==> src/lmts_pkg.sv <==
`timescale 1ns / 1ps

package lmts_pkg;

  // Store sizes. The font size is kept a power of two so that address
  // wrap is a plain truncation.
  localparam int MESSAGE_DEPTH = 64;
  localparam int FONT_BYTES    = 256;
  localparam int MSG_AW        = $clog2(MESSAGE_DEPTH);
  localparam int FONT_AW       = $clog2(FONT_BYTES);

  // Font layout and screen geometry.
  localparam int         SCREEN_ROWS    = 8;
  localparam int         ROW_AW         = $clog2(SCREEN_ROWS);
  localparam int         GLYPH_STRIDE   = 4;
  localparam logic [7:0] WIDTH_BYTE     = 8'd3;
  localparam int         LIT_ROWS       = 7;
  localparam logic [7:0] NEW_COLUMN_BIT = 8'h01;
  localparam logic [7:0] PASS_MAX       = 8'hFF;

  // Configuration port.
  localparam int   APB_AW               = 3;
  localparam logic REG_MESSAGE_LENGTH   = 1'b0;
  localparam logic REG_CHAR_CODE_OFFSET = 1'b1;

  typedef enum logic [1:0] {
    OP_REFRESH    = 2'd0,
    OP_SCROLL     = 2'd1,
    OP_MSG_WRITE  = 2'd2,
    OP_FONT_WRITE = 2'd3
  } op_t;

  typedef enum logic [1:0] {
    S_IDLE,
    S_MSG,
    S_WIDTH,
    S_COL
  } state_t;

  // Font byte address of byte idx of a glyph, wrapped to the font size.
  function automatic logic [FONT_AW-1:0] font_addr(logic [7:0] glyph, logic [7:0] idx);
    logic [10:0] sum;
    sum = 11'(glyph) * 11'(GLYPH_STRIDE) + 11'(idx);
    return sum[FONT_AW-1:0];
  endfunction

endpackage

==> src/lmts_ram.sv <==
`timescale 1ns / 1ps

module lmts_ram #(
  parameter int WIDTH = 8,
  parameter int DEPTH = 64
) (
  input  logic                     clk,
  input  logic                     we,
  input  logic [$clog2(DEPTH)-1:0] addr,
  input  logic [WIDTH-1:0]         wdata,
  output logic [WIDTH-1:0]         rdata
);

  logic [WIDTH-1:0] mem [DEPTH];

  // Single port, read-before-write on a write, read data registered.
  always_ff @(posedge clk) begin
    if (we) begin
      mem[addr] <= wdata;
    end
    rdata <= mem[addr];
  end

endmodule

==> src/led_matrix_text_scroller.sv <==
`timescale 1ns / 1ps
// Refresh and load words give their result in the cycle after acceptance, one word per
// cycle while the output is not stalled. A scroll word that draws a column does one font
// RAM read; one that ends a character reads the message RAM, then the dependent font RAM.
// No word is taken while a scroll is in the engine or while a result waits unaccepted.
// Synchronous active-high reset clears the screen, counters and handshake state;
// the message and font RAMs are not cleared and hold garbage until written.

module led_matrix_text_scroller (
  input  logic                             clk,
  input  logic                             rst,
  // input channel
  input  logic                             in_valid,
  output logic                             in_ready,
  input  logic [1:0]                       op,
  input  logic [7:0]                       load_address,
  input  logic [7:0]                       load_data,
  // output channel
  output logic                             out_valid,
  input  logic                             out_ready,
  output logic [lmts_pkg::ROW_AW-1:0]      row_index,
  output logic [7:0]                       row_pixels,
  output logic [7:0]                       pass_count,
  // configuration port
  input  logic                             psel,
  input  logic                             penable,
  input  logic                             pwrite,
  input  logic [lmts_pkg::APB_AW-1:0]      paddr,
  input  logic [31:0]                      pwdata,
  output logic [31:0]                      prdata,
  output logic                             pready
);

  import lmts_pkg::*;

  state_t state, state_next;

  logic [7:0]        rows [SCREEN_ROWS];
  logic [7:0]        rows_next [SCREEN_ROWS];
  logic [ROW_AW-1:0] cur_row, cur_row_next;
  logic [MSG_AW-1:0] position, position_next;
  logic [7:0]        glyph, glyph_next;
  logic [7:0]        glyph_column, glyph_column_next;
  logic [7:0]        glyph_width, glyph_width_next;
  logic [7:0]        passes, passes_next;

  logic [6:0]        msg_length;
  logic [7:0]        char_code_offset;

  logic              msg_we;
  logic [MSG_AW-1:0] msg_addr;
  logic [7:0]        msg_rdata;
  logic              font_we;
  logic [FONT_AW-1:0] font_addr_sel;
  logic [7:0]        font_rdata;

  logic              in_fire;
  logic              emit;
  logic [MSG_AW:0]   position_inc;
  op_t               op_code;

  assign op_code = op_t'(op);
  assign in_ready = (state == S_IDLE) && (!out_valid || out_ready);
  assign in_fire  = in_valid && in_ready;
  assign position_inc = {1'b0, position} + 1'b1;

  // Configuration registers.
  assign pready = 1'b1;

  always_ff @(posedge clk) begin
    if (rst) begin
      msg_length       <= 7'd1;
      char_code_offset <= 8'd32;
    end else if (psel && penable && pwrite) begin
      case (paddr[2])
        REG_MESSAGE_LENGTH:   msg_length       <= pwdata[6:0];
        REG_CHAR_CODE_OFFSET: char_code_offset <= pwdata[7:0];
        default: ;
      endcase
    end
  end

  always_comb begin
    case (paddr[2])
      REG_MESSAGE_LENGTH:   prdata = 32'(msg_length);
      REG_CHAR_CODE_OFFSET: prdata = 32'(char_code_offset);
      default:              prdata = '0;
    endcase
  end

  // Message and font stores.
  lmts_ram #(.WIDTH(8), .DEPTH(MESSAGE_DEPTH)) u_msg_ram (
    .clk   (clk),
    .we    (msg_we),
    .addr  (msg_addr),
    .wdata (load_data),
    .rdata (msg_rdata)
  );

  lmts_ram #(.WIDTH(8), .DEPTH(FONT_BYTES)) u_font_ram (
    .clk   (clk),
    .we    (font_we),
    .addr  (font_addr_sel),
    .wdata (load_data),
    .rdata (font_rdata)
  );

  // Next state of the scroll sequencer.
  always_comb begin
    state_next = state;
    case (state)
      S_IDLE: begin
        if (in_fire && op_code == OP_SCROLL) begin
          state_next = (glyph_column == glyph_width) ? S_MSG : S_COL;
        end
      end
      S_MSG:   state_next = S_WIDTH;
      S_WIDTH: state_next = S_IDLE;
      S_COL:   state_next = S_IDLE;
      default: state_next = S_IDLE;
    endcase
  end

  // Datapath: RAM addressing and read-modify-write of the scroll state.
  always_comb begin
    rows_next         = rows;
    cur_row_next      = cur_row;
    position_next     = position;
    glyph_next        = glyph;
    glyph_column_next = glyph_column;
    glyph_width_next  = glyph_width;
    passes_next       = passes;
    msg_we            = 1'b0;
    msg_addr          = MSG_AW'(load_address);
    font_we           = 1'b0;
    font_addr_sel     = FONT_AW'(load_address);
    emit              = 1'b0;

    case (state)
      S_IDLE: begin
        if (in_fire) begin
          case (op_code)
            OP_REFRESH: begin
              cur_row_next = cur_row + 1'b1;
              emit = 1'b1;
            end
            OP_SCROLL: begin
              for (int i = 0; i < SCREEN_ROWS; i++) begin
                rows_next[i] = {rows[i][6:0], 1'b0};
              end
              if (glyph_column == glyph_width) begin
                // Character done: advance the position and fetch the next code.
                if (32'(position_inc) >= 32'(msg_length) ||
                    32'(position_inc) >= MESSAGE_DEPTH) begin
                  position_next = '0;
                  if (passes != PASS_MAX) begin
                    passes_next = passes + 1'b1;
                  end
                end else begin
                  position_next = position_inc[MSG_AW-1:0];
                end
                msg_addr = position_next;
              end else begin
                font_addr_sel     = font_addr(glyph, glyph_column);
                glyph_column_next = glyph_column + 1'b1;
              end
            end
            OP_MSG_WRITE: begin
              msg_we = (32'(load_address) < MESSAGE_DEPTH);
              emit = 1'b1;
            end
            OP_FONT_WRITE: begin
              font_we = (32'(load_address) < FONT_BYTES);
              emit = 1'b1;
            end
            default: ;
          endcase
        end
      end
      S_MSG: begin
        glyph_next    = msg_rdata - char_code_offset;
        font_addr_sel = font_addr(glyph_next, WIDTH_BYTE);
      end
      S_WIDTH: begin
        glyph_width_next  = font_rdata;
        glyph_column_next = '0;
        emit = 1'b1;
      end
      S_COL: begin
        for (int i = 0; i < LIT_ROWS; i++) begin
          if (font_rdata[i]) begin
            rows_next[i+1] = rows[i+1] | NEW_COLUMN_BIT;
          end
        end
        emit = 1'b1;
      end
      default: ;
    endcase
  end

  // State registers.
  always_ff @(posedge clk) begin
    if (rst) begin
      state        <= S_IDLE;
      cur_row      <= '0;
      position     <= '0;
      glyph        <= '0;
      glyph_column <= '0;
      glyph_width  <= '0;
      passes       <= '0;
      for (int i = 0; i < SCREEN_ROWS; i++) begin
        rows[i] <= '0;
      end
    end else begin
      state        <= state_next;
      cur_row      <= cur_row_next;
      position     <= position_next;
      glyph        <= glyph_next;
      glyph_column <= glyph_column_next;
      glyph_width  <= glyph_width_next;
      passes       <= passes_next;
      rows         <= rows_next;
    end
  end

  // Output register; the result word is captured as the item finishes.
  always_ff @(posedge clk) begin
    if (rst) begin
      out_valid <= 1'b0;
    end else if (emit) begin
      out_valid <= 1'b1;
    end else if (out_ready) begin
      out_valid <= 1'b0;
    end
  end

  always_ff @(posedge clk) begin
    if (emit) begin
      row_index  <= cur_row_next;
      row_pixels <= rows_next[cur_row_next];
      pass_count <= passes_next;
    end
  end

endmodule

==> config.mk <==
export PLATFORM = sky130hd
export DESIGN_NAME = led_matrix_text_scroller
export DESIGN_NICKNAME = d
export VERILOG_FILES = /design/src/lmts_pkg.sv /design/src/lmts_ram.sv /design/src/led_matrix_text_scroller.sv
export SDC_FILE = /design/constraint.sdc
export NUM_CORES = 2
export LEC_CHECK = 0
export CAP_MARGIN = 20
export CORE_ASPECT_RATIO = 2
export CORE_MARGIN = 2
export CORE_UTILIZATION = 45
export DETAILED_ROUTE_END_ITERATION = 8
export DONT_BUFFER_PORTS = 1
export SYNTH_ARGS = -nofsm -noshare
export SYNTH_HDL_FRONTEND = slang
export SYNTH_HIERARCHICAL = 1
export SYNTH_SLANG_ARGS = --single-unit
==> constraint.sdc <==
create_clock -name clk -period 7.4 [get_ports clk]
set_clock_uncertainty 0.2 [all_clocks]
set_input_delay 0.37 -clock clk [delete_from_list [all_inputs] [get_ports clk]]
set_output_delay 0.37 -clock clk [all_outputs]
set_load 0.01 [all_outputs]
==> flow_summary.ini <==
[placed_design]
io_buffers = 0
place_area_sq_um = 104700
dp_hpwl_um = 162900
place.gp.congestion = 0.8590

[power_and_ir_drop]
ir_drop_mv = 0.2832
power.leakage_nw = 34.61
power.density_nw_per_um2 = 287.7

[worst_hold_path]
min_from = pwdata[1]
min_to = msg_length[1]
hold_path_depth = 3
worstHoldPathType = in2reg

[floorplanning]
dieArea_sq_um = 229000
fp.dieW_um = 339.4
row_count = 246
start_util_pct = 45.17
fp.dieH_um = 674.7
ios = 114
core_area_sq_um = 224100

[logic_synthesis]
syn_area_sq_um = 101200
synth_cells = 5279
yosys_warnings = 6
syn_avg_cell_area_sq_um = 19.17

[global_routing]
grt_pass1_wl_um = 364800
track_usage_pct = 21.96
grt_pass1_vias = 52870
grt_remaining_overflow = 0
grt_max_degree = 321
antenna_found_initial = 2

[sta]
fmax_mhz = 165.7
hold_viol_final = 0
rsz0062_at_grt = no
period_minus_slack_ns = 6.037
maxSlewViolCount = 0
period_share_pct = 81.58
worst_pin_slew_ns = 1.492
finalSetupViolations = 0
slew_headroom_pct = 0.5449
finalSetupTns_ns = 0

[clock_tree]
clk_pin_slew_ns = 0.07
clk_latency_ns = 0.89
cts_resized = 0
clk_path_buf_depth = 4
cts_tree = built
cts-root-buf = clkbuf_16
ctsHtreeMaxLevel = 4
clock-sinks = 2586
cts_buffers = 218

[setup_path]
r2r-end = u_msg_ram/rdata[4]
required_ns = 7.74
r2r_slack_ns = 1.36
cp.arrival_ns = 6.38
cp-start-kind = flip-flop
crit_type = reg2reg
r2r-start = position[0]
ff2ff_path_depth = 16
cp_max_fo = 25
end_kind = flip-flop

[outcome]
outcome = completed

[final_layout]
syn2layout_area_growth_pct = 11.10
drive_gt1_share_pct = 19.60
fin_nets = 5436
post-route-cell-area_sq_um = 112500

[detailed_routing]
routed_wl_um = 254400
wl_per_cell_um = 29.93
drt-pass1-iter-count = 7
viasPerCell = 5.926
vias = 50370
ant_nets = 0
drc = 0
drt-initial-drc-count = 3872

[flow_run]
max_cap_violations = 0
[power breakdown]
part / leakage, nW / total [mW] / internal [mW] / switching, mW
Sequential: 23.1 / 16.3 / 16.1 / 0.156
Clock: 3.37 / 11.4 / 6.24 / 5.16
Combinational: 8.10 / 4.66 / 1.74 / 2.92
[repair_timing]
action                    4_1_cts  5_1_grt
setup buffers                   0        0
hold buffers                   45        5
hold endpoints to repair     2554      568
[cell usage in the layout (no fill, tap or decap), types with 23 or more instances in the layout]
| cell | count |
|---|---|
| dfxtp_1 | 135 |
| and2_1 | 23 |
| nand3_1 | 39 |
| nand2b_1 | 33 |
| o41ai_1 | 24 |
| nor3_1 | 43 |
| inv_1 | 35 |
| clkinv_2 | 42 |
| a21oi_1 | 180 |
| mux2i_1 | 72 |
| a22oi_1 | 341 |
| buf_4 | 134 |
| nand2_1 | 143 |
| dlygate4sd3_1 | 41 |
| clkbuf_1 | 30 |
| mux4_2 | 549 |
| edfxtp_1 | 2451 |
| conb_1 | 25 |
| bufinv_16 | 23 |
| ha_1 | 25 |
| clkinv_1 | 52 |
| clkbuf_16 | 219 |
| nor2_1 | 428 |
[per-layer routing]
layer | track usage, % | up-vias | wire, um
met4 | 14.48 | 0 | 19310
met5 | 0 | - | 0
li1 | - | 21650 | -
met3 | 2.580 | 610 | 10900
met2 | 42.40 | 1497 | 143700
met1 | 21.82 | 26610 | 80480
[sequential cells by signal (all words and copies together), names as in the netlist, 8 cells and up]
register / flops
pass_count: 8
glyph_column: 8
row_pixels: 8
u_msg_ram/mem: 384
u_font_ram/rdata: 8
rows: 64
passes: 8
u_font_ram/mem: 2048
glyph_width: 8
char_code_offset: 8
[how the worst max path moves through the flow]
stage	start	endpoint	cells after the start
2_1_floorplan	position[0]	u_msg_ram/mem[13][0]	16
3_3_place_gp	state[0]	u_font_ram/rdata[7]	15
3_5_place_dp	state[0]	u_font_ram/rdata[7]	15
4_1_cts	position[0]	u_msg_ram/mem[18][4]	13
5_1_grt	position[0]	u_msg_ram/mem[22][1]	13
6_report	position[0]	u_msg_ram/rdata[4]	16
[per-stage QoR]
stage / util, % / cells / setup slack (ns) / hold slack (ns) / power [mW]
final: 50.19 / 8499 / 1.363 / 0.05239 / 32.35
after global routing: 50.18 / 8497 / 1.228 / 0.04528 / 33.25
after CTS: 50.09 / 8485 / 1.483 / 0.01073 / 32.60
after detailed placement: 46.72 / 8049 / 1.227 / 0.2458 / 21.02
after global placement: 46.71 / 8047 / 1.352 / 0.2362 / 20.98
after floorplan: - / 5302 / 3.104 / 0.2317 / 19.48
[final cells by class]
class	count	area (sq um)
timing repair buffer	210	2222
clock buffer	251	5620
tap	2976	3724
fill	18220	111600
antenna	3	7.507
multi-input combinational	2296	23130
inverter	37	138.9
clock inverter	140	1308
sequential	2586	76300
[worst max-delay path, stage by stage (launching register included)]
cell and delay (ns):
dfxtp_1 0.43, and3_1 0.18, nand3_1 0.09, xor2_1 0.28, inv_1 0.08, ha_1 0.30, a21o_1 0.18, a21o_1 0.17
a2111o_1 0.50, or2_1 0.31, nand2_2 0.46, buf_4 0.46, nor2_2 0.31, a22oi_1 0.26, o2bb2ai_1 0.13, o31ai_1 0.75
nand4_1 0.60
Power figures use the tool's default switching activity.
